File: src/design/mclb_pkg.sv
// shared types and constants of the multi-channel led blinker
package mclb_pkg;

    localparam int NUM_LEDS_DEF    = 8;
    localparam int PERIOD_BITS_DEF = 16;
    localparam int IDX_W           = 3;
    localparam int HP_W            = 16;
    localparam int TIME_W          = 32;
    localparam int OUT_W           = 8;

    typedef enum logic [1:0] {
        CMD_SET   = 2'd0,
        CMD_BLINK = 2'd1,
        CMD_STOP  = 2'd2,
        CMD_TICK  = 2'd3
    } cmd_t;

    // one transaction as it travels down the chain of cells
    typedef struct packed {
        cmd_t              cmd;
        logic [IDX_W-1:0]  led_index;
        logic              level;
        logic [HP_W-1:0]   half_period_ms;
        logic [TIME_W-1:0] now_ms;
        logic [OUT_W-1:0]  led_levels;
        logic [OUT_W-1:0]  toggled_mask;
    } item_t;

endpackage

File: src/design/mclb_cell.sv
// one led cell: holds the state of a single led and passes the transaction on
module mclb_cell #(
    parameter int CELL_IDX    = 0,
    parameter int PERIOD_BITS = mclb_pkg::PERIOD_BITS_DEF
) (
    input  logic            clk,
    input  logic            rst_n,
    input  logic            in_valid,
    input  mclb_pkg::item_t in_item,
    output logic            out_valid,
    output mclb_pkg::item_t out_item
);

    localparam logic [mclb_pkg::OUT_W-1:0] BIT_MASK =
        (CELL_IDX < mclb_pkg::OUT_W) ? mclb_pkg::OUT_W'(1 << CELL_IDX) : '0;

    logic [mclb_pkg::TIME_W-1:0] last_toggle_reg, last_toggle_next;
    logic [PERIOD_BITS-1:0]      half_period_reg, half_period_next;
    logic                        blink_en_reg, blink_en_next;
    logic                        level_reg, level_next;
    logic                        valid_reg;
    mclb_pkg::item_t             item_reg, item_next;

    logic [mclb_pkg::TIME_W-1:0] elapsed;
    logic                        hit;
    logic                        flip;

    assign elapsed = in_item.now_ms - last_toggle_reg;
    assign hit     = (32'(in_item.led_index) == CELL_IDX);

    always_comb
    begin
        last_toggle_next = last_toggle_reg;
        half_period_next = half_period_reg;
        blink_en_next    = blink_en_reg;
        level_next       = level_reg;
        flip             = 1'b0;
        if (in_valid)
        begin
            unique case (in_item.cmd)
                mclb_pkg::CMD_TICK:
                begin
                    if (blink_en_reg &&
                        elapsed >= mclb_pkg::TIME_W'(half_period_reg))
                    begin
                        flip             = 1'b1;
                        last_toggle_next = in_item.now_ms;
                        level_next       = ~level_reg;
                    end
                end
                mclb_pkg::CMD_SET:
                begin
                    if (hit)
                    begin
                        blink_en_next = 1'b0;
                        level_next    = in_item.level;
                    end
                end
                mclb_pkg::CMD_BLINK:
                begin
                    if (hit)
                    begin
                        blink_en_next    = 1'b1;
                        half_period_next = PERIOD_BITS'(in_item.half_period_ms);
                    end
                end
                mclb_pkg::CMD_STOP:
                begin
                    if (hit)
                    begin
                        blink_en_next = 1'b0;
                        level_next    = 1'b0;
                    end
                end
                default:
                begin
                    flip = 1'b0;
                end
            endcase
        end

        // merge this led's view into the travelling result
        item_next            = in_item;
        item_next.led_levels = (in_item.led_levels & ~BIT_MASK) |
                               (level_next ? BIT_MASK : '0);
        item_next.toggled_mask = in_item.toggled_mask | (flip ? BIT_MASK : '0);
    end

    always_ff @(posedge clk or negedge rst_n)
    begin
        if (!rst_n)
        begin
            last_toggle_reg <= '0;
            half_period_reg <= '0;
            blink_en_reg    <= 1'b0;
            level_reg       <= 1'b0;
            valid_reg       <= 1'b0;
        end
        else
        begin
            last_toggle_reg <= last_toggle_next;
            half_period_reg <= half_period_next;
            blink_en_reg    <= blink_en_next;
            level_reg       <= level_next;
            valid_reg       <= in_valid;
        end
    end

    always_ff @(posedge clk)
    begin
        item_reg <= item_next;
    end

    assign out_valid = valid_reg;
    assign out_item  = item_reg;

    // a reported flip has recorded the tick time
    a_flip_records_time: assert property (@(posedge clk) disable iff (!rst_n)
        (valid_reg && (item_reg.toggled_mask & BIT_MASK) != '0)
            |-> last_toggle_reg == item_reg.now_ms)
        else $error("flipped led did not record tick time");

    // a flip only happens while blinking
    a_flip_needs_blink: assert property (@(posedge clk) disable iff (!rst_n)
        (in_valid && flip) |-> blink_en_reg)
        else $error("led flipped without blinking enabled");

    // the reported level matches the level held by the cell
    a_level_reported: assert property (@(posedge clk) disable iff (!rst_n)
        (valid_reg && BIT_MASK != '0)
            |-> ((item_reg.led_levels & BIT_MASK) != '0) == level_reg)
        else $error("reported level differs from cell level");

endmodule

File: src/design/multi_channel_led_blinker.sv
// top level of the multi-channel led blinker: tick counter and chain of led cells
//
// Every cycle one transaction (set, blink, stop or tick) may be issued with start; busy
// stays low, so a new transaction is taken on every clock edge. Each transaction walks
// down a chain of NUM_LEDS cells, one cell per cycle, and each cell updates the led
// it owns as the transaction passes. The result appears on led_levels and
// toggled_mask with done high for exactly one cycle, once the transaction has left
// the last cell of the chain. Results come out in issue order, one per transaction,
// and the receiver must take them in the cycle they are shown. led_levels shows
// leds 0 to 7 only; toggled_mask is zero for anything but a tick.
module multi_channel_led_blinker #(
    parameter int NUM_LEDS    = mclb_pkg::NUM_LEDS_DEF,
    parameter int PERIOD_BITS = mclb_pkg::PERIOD_BITS_DEF
) (
    input  logic                         clk,
    input  logic                         rst_n,
    input  logic                         start,
    output logic                         busy,
    input  logic [1:0]                   cmd,
    input  logic [mclb_pkg::IDX_W-1:0]   led_index,
    input  logic                         level,
    input  logic [mclb_pkg::HP_W-1:0]    half_period_ms,
    output logic                         done,
    output logic [mclb_pkg::OUT_W-1:0]   led_levels,
    output logic [mclb_pkg::OUT_W-1:0]   toggled_mask
);

    // millisecond counter, advanced by each accepted tick
    logic [mclb_pkg::TIME_W-1:0] now_reg, now_next;
    logic                        accept;
    logic                        is_tick;

    // chain links: link 0 is the input, link i+1 leaves cell i
    logic                        link_valid [NUM_LEDS+1];
    mclb_pkg::item_t             link_item  [NUM_LEDS+1];

    assign busy    = 1'b0;
    assign accept  = start && !busy;
    assign is_tick = (mclb_pkg::cmd_t'(cmd) == mclb_pkg::CMD_TICK);

    always_comb
    begin
        now_next = now_reg;
        if (accept && is_tick)
        begin
            now_next = now_reg + 1'b1;
        end
    end

    always_ff @(posedge clk or negedge rst_n)
    begin
        if (!rst_n)
        begin
            now_reg <= '0;
        end
        else
        begin
            now_reg <= now_next;
        end
    end

    // the tick carries the already advanced time into the chain
    assign link_valid[0]               = accept;
    assign link_item[0].cmd            = mclb_pkg::cmd_t'(cmd);
    assign link_item[0].led_index      = led_index;
    assign link_item[0].level          = level;
    assign link_item[0].half_period_ms = half_period_ms;
    assign link_item[0].now_ms         = now_next;
    assign link_item[0].led_levels     = '0;
    assign link_item[0].toggled_mask   = '0;

    for (genvar g = 0; g < NUM_LEDS; g++)
    begin : g_cell
        mclb_cell #(
            .CELL_IDX    (g),
            .PERIOD_BITS (PERIOD_BITS)
        ) u_cell (
            .clk       (clk),
            .rst_n     (rst_n),
            .in_valid  (link_valid[g]),
            .in_item   (link_item[g]),
            .out_valid (link_valid[g+1]),
            .out_item  (link_item[g+1])
        );
    end

    // last cell drives the result ports
    assign done         = link_valid[NUM_LEDS];
    assign led_levels   = link_item[NUM_LEDS].led_levels;
    assign toggled_mask = link_item[NUM_LEDS].toggled_mask;

    // every accepted transaction yields its result after the chain latency
    a_result_latency: assert property (@(posedge clk) disable iff (!rst_n)
        accept |-> ##NUM_LEDS done)
        else $error("result missing after chain latency");

    // the counter moves only on an accepted tick
    a_counter_tick_only: assert property (@(posedge clk) disable iff (!rst_n)
        !(accept && is_tick) |=> $stable(now_reg))
        else $error("millisecond counter moved without a tick");

    // non-tick transactions never report a flip
    a_no_flip_on_cmd: assert property (@(posedge clk) disable iff (!rst_n)
        (done && link_item[NUM_LEDS].cmd != mclb_pkg::CMD_TICK) |-> toggled_mask == '0)
        else $error("flip reported for a non-tick transaction");

endmodule
File: config.mk
export PLATFORM = sky130hd
export DESIGN_NAME = multi_channel_led_blinker
export DESIGN_NICKNAME = d
export VERILOG_FILES = /design/src/design/mclb_pkg.sv /design/src/design/mclb_cell.sv /design/src/design/multi_channel_led_blinker.sv
export SDC_FILE = /design/constraint.sdc
export NUM_CORES = 2
export LEC_CHECK = 0
export CORE_MARGIN = 10
export CORE_UTILIZATION = 55
export DETAILED_ROUTE_END_ITERATION = 16
export DONT_BUFFER_PORTS = 1
export PLACE_DENSITY = 0.74
export SLEW_MARGIN = 15
export SYNTH_ARGS = -nofsm -noshare
export SYNTH_HDL_FRONTEND = slang
export SYNTH_SLANG_ARGS = --single-unit
File: constraint.sdc
create_clock -name clk -period 6.5 [get_ports clk]
set_input_delay 0.325 -clock clk [delete_from_list [all_inputs] [get_ports clk]]
set_output_delay 0.325 -clock clk [all_outputs]
set_load 0.02 [all_outputs]
# Word-level counts from Yosys, hierarchy flattened
# Cells that the tools add are included.
# totals
register_bits	918
input_bits	25
# op_classes
eq_ne	47
addsub	9
n_bitwise	22
n_reduce_logical	58
mux	105
order_cmp	8
# op_table
op	n
greater-or-equal comparator 32 x 16 -> 1 bit	8
subtractor 32 bit	8
2-to-1 mux 1 bit	74
OR 8 bit	7
AND reduction 3 bit	16
adder 32 x 1 -> 32 bit, second input constant	1
equality test 2 bit, second input constant	16
2-to-1 mux 32 bit	1
inequality test 2 x 1 -> 1 bit, second input constant	16
AND reduction 4 bit	8
case mux 1 bit (3 select lines)	8
equality test 2 x 1 -> 1 bit, second input constant	8
zero test 2 bit	8
2-to-1 mux 8 bit	2
case mux 1 bit (2 select lines)	8
nonzero test 2 bit	8
OR reduction 2 bit	8
2-to-1 mux 7 bit	2
equality test 3 bit, second input constant	4
2-to-1 mux 6 bit	2
2-to-1 mux 5 bit	2
logical AND 1 bit	9
2-to-1 mux 4 bit	2
inverter 1 bit	8
12 further kinds	15

# Longest topological paths before layout
# depth
depth_word	10
mapped_depth	28

# Modules after synthesis
# Synthesis repeated with hierarchy kept, for this count alone.
# unflattened
cells_unflattened	4633
area_unflattened_um2	48642.9
# modules_own_cells
module	n_inst	seq_area_each_um2	cells_per_inst	area_each_um2
mclb_cell (g_cell[3].u_cell ...)	3	2677.6	566	5858.1
mclb_cell (g_cell[2].u_cell)	1	2677.6	553	5944.5
mclb_cell (g_cell[1].u_cell)	1	2677.6	549	5930.7
mclb_cell (g_cell[7].u_cell)	1	2677.6	603	5893.2
mclb_cell (g_cell[4].u_cell)	1	2677.6	549	5884.4
mclb_cell (g_cell[0].u_cell)	1	2677.6	549	5883.1
multi_channel_led_blinker	1	800.8	132	1532.7

# Worst setup path after synthesis
# No wires, ideal clock.
# synth_timing
path_type	input to register
start	input cmd[0]
end	register g_cell[0].u_cell.last_toggle_reg[31] (netlist bit)
path_buffers	2
cell_stages	24
required_ns	6.373
setup_slack_ns	1.383
arrival_ns	4.990
cell_sequence	buf_2 -> nand4_1 -> nor2_1 -> and3_1 -> nand2_1 -> nor2_1 -> xnor2_1 -> ha_1 -> a21o_1 -> a21oi_1 -> o21ai_1 -> a221oi_1 -> xnor2_1 -> ha_1 -> a21o_1 -> a31oi_1 -> o221ai_1 -> a2111oi_0 -> and4_1 -> nand4_1 -> o41ai_4 -> or2_1 -> buf_2 -> mux2_1
# synth_rtl
element	line_no	source
from (decl)	multi_channel_led_blinker.sv:19	input logic [1:0] cmd,
to (signal assigned)	mclb_cell.sv:101	last_toggle_reg <= last_toggle_next;
to (decl)	mclb_cell.sv:17	logic [mclb_pkg::TIME_W-1:0] last_toggle_reg, last_toggle_next;

==> results.md <==
- Yosys warning count: 0
- WP data arrival: 6.30 ns
- CTS tree: built
- Gr usage total: 21.1%
- Vias per std cell: 5.59
- CP Depth: 25
- Placer Congestion: 0.892
- Worst Max-Slew Pin Slew: 1.03 ns
- Core region area: 79000 sq um
- Final net count: 4803
- Most frequent cell after synthesis: dfxtp_1
- H-tree depth: 3
- Layout cells sized above 1: 6.55%
- Final wirelength: 96900 um
- Setup CP Type: reg2reg
- Worst Path Max Fanout: 20
- Max incr delay on CP: 0.42 ns
- Worst EP required: 7.03 ns
- Achievable Freq: 0.173 GHz
- Pin count of the biggest net entering global routing: 441
- Clk_lat worst skew: 0.66 ns
- Startpoint types: register
- Slew headroom: 29.3%
- DRT iter0 DRCs: 1452
- Register area share after synthesis: 45.6%
- Number of distinct library cells after synthesis: 100
- Hold WS: -0.627 ns
- Ys flop type: dfxtp_1
- Die height: 302 um
- Number of cell rows: 103
- Vias: 30923
- Crit end category: register
- Clk sink count: 890
- Final hold vios: 440
- Full die area: 91500 sq um
- Syn nets: 4775
- Congestion Overflow GR: 0
- Delay-heaviest family, CP: compound AO/OA/AOI/OAI gates
- Register-to-Register Path Depth: 25
- Cell taking the most area after synthesis: dfrtp_1
- RR Startpoint: now_reg[0]
- I/O pins: 43
- Commonest cells post-synth: 450 x dfxtp_1, 446 x inv_1, 440 x dfrtp_1
- Synth top area cells: dfrtp_1 25%, dfxtp_1 21%, ha_1 11%
- CTS Buffer Depth: 3
- Max-cap viol count: 0
- Avg WL per Cell: 17.5 um
- Yosys reg bits: 890
- Final Slew Violations: 0
- Avg Inst Size Synth: 10.1 sq um
- Worst r2r dst: g_cell[0].u_cell.last_toggle_reg[2]
- Die Wd: 302 um
- Status: finished with violations
- Worst Setup EP: g_cell[0].u_cell.last_toggle_reg[2]
- Hold/Removal Path Class: in2async
- Vias in the first global route: 31234
- Min Tclk post-route: 5.77 ns
- Leak: 23.2 nW
- VDD IR max: 0.320 mV
- Setup TNS Final: 0 ns
- Root buffer cell: clkbuf_16
- Failing checks: negative hold slack
- Post-synth ARST share: 49.4%
- Clock Skew: 0.0288 ns
- Max reg flops: 450
- Initial core utilization: 55.6%
- R2R setup slack: 0.73 ns
- First-pass GRT wire length: 158000 um
- CTS buffer count: 93
- CP Buf/Inv Count: 2
- Number of flops mapped to enable cells by yosys: 0
- Worst Setup SP: now_reg[0]
- First-pass DRT Iterations: 5
- Post-Syn Instances: 4365
- CP max-delay cell: a221oi_1
- Final ANT Viol Nets: 0
- Area delta synth->final: 10.4%
- Pwr dens: 452 nW/um^2
- CP most frequent cell: ha_1
- Post-route DRC violation count: 0
- Cts hold-fix bufs: 23
- Final Cycle Share: 88.8%
- Top-area cell type share of the netlist area: 25.1%
- Initial antenna violation count: 8
- Post-CTS setup buffer count: 0
- # setup viols final: 0
- RSZ-0062 raised after global routing: false
- DP HPWL: 73400 um
- Port Buffers: 0
- Reg clk slew, reported paths: 0.06 ns
- Post-Syn Area: 43900 sq um
-- stage by stage --
step	util [%]	setup WS, ns	instances	total power [W]	cell area (sq um)
6_report	61.3	0.728	5529	0.0219	48500
3_3_place_gp	56.7	0.945	5325	0.0159	44800
2_1_floorplan	-	1.38	4365	0.0137	43900
4_1_cts	61.3	0.781	5522	0.0220	48400
5_1_grt	61.3	0.276	5527	0.0235	48400
3_5_place_dp	56.7	0.811	5325	0.0162	44800
-- what timing repair did --
| action | 4_1_cts | 5_1_grt |
|---|---|---|
| setup endpoints to repair | 0 | 0 |
| endpoints found under the hold margin | 484 | 440 |
| gates resized for setup | 0 | 0 |
-- report_power, final --
group	internal, W	total, W	switching, W
combinational	0.00426	0.00965	0.00539
clock	0.00350	0.00576	0.00226
sequential	0.00614	0.00651	0.000376
-- how the worst min path moves through the flow --
| stage | cells past startpoint | slack (ns) | end | start |
|---|---|---|---|---|
| after global placement | 0 | 0.06 | g_cell[0].u_cell.blink_en_reg | rst_n |
| final | 0 | -0.63 | g_cell[0].u_cell.blink_en_reg | rst_n |
| after CTS | 0 | -0.64 | g_cell[0].u_cell.last_toggle_reg[23] | rst_n |
| after global routing | 0 | -0.65 | g_cell[0].u_cell.last_toggle_reg[31] | rst_n |
| after floorplan | 0 | 0.03 | g_cell[0].u_cell.blink_en_reg | rst_n |
| after detailed placement | 0 | 0.06 | g_cell[0].u_cell.blink_en_reg | rst_n |
-- final cells by class --
cell class | count | area [sq um]
repair buffers | 43 | 380
well taps | 1050 | 1310
clock inverters | 50 | 830
diodes | 7 | 17.5
inverters | 451 | 1690
multi-input cells | 2914 | 21600
fillers | 6642 | 30500
clock buffers | 124 | 2570
flip-flops and latches | 890 | 20000
-- layer usage --
metal  GRT usage [%]  part of all wire, %
met5               0                0.017
met4            11.8                  5.9
met3            2.52                  2.8
met2            38.6                   51
met1            23.5                   41
-- cell usage in the layout, fill, tap and decap left out, types with 12 or more instances in the layout --
cell           count
nand3_1           73
dfxtp_1          450
o31ai_1           14
xnor2_1          125
mux2_2            74
nand2b_1          33
and3_1            26
or3_1             16
dlygate4sd3_1     23
nor2b_1           37
ha_1             377
a21oi_1          338
clkbuf_1          19
a21o_1           119
nor3_1            75
nand2_1          314
xor2_1            91
buf_4             20
nor2_1           186
bufinv_16         17
nor4_1            18
o21ai_1           30
o211ai_1          37
dfrtp_1          440
o2111ai_1         19
clkinv_2          15
and4_1            12
mux2_1           224
a31oi_1           30
and2_1            12
mux2i_1           21
inv_1            446
nand4_1           65
a211oi_1          37
a211o_1           12
o21ai_0          224
clkbuf_16         94
o21a_1            47
o21bai_1          36
-- logic make-up after synthesis --
logic type / synth area share (%)
AOI/OAI and AO/OA: 15.7
buffers and inverters: 5.13
adders and majority gates: 11.1
muxes: 8.13
xor gates and xnor gates: 4.31
other: 0.00854
DFF: 45.6
and+or+nand+nor: 9.98
-- worst register-to-register path, stage by stage, from the launching register on --
cell	delay, ns
dfrtp_1	0.40
ha_1	0.19
nand2_1	0.05
nor2_1	0.15
and3_1	0.27
nand2_1	0.13
nor2_1	0.15
xnor2_1	0.22
ha_1	0.36
a21o_1	0.19
a21oi_1	0.26
o21ai_1	0.13
a221oi_1	0.42
xnor2_1	0.18
ha_1	0.26
a21o_1	0.19
a31oi_1	0.16
o221ai_1	0.12
a2111oi_0	0.35
and4_1	0.27
nand4_1	0.15
o41ai_4	0.33
or2_1	0.14
buf_4	0.19
buf_4	0.27
a21oi_1	0.13
(Power assumes the default switching activity.)
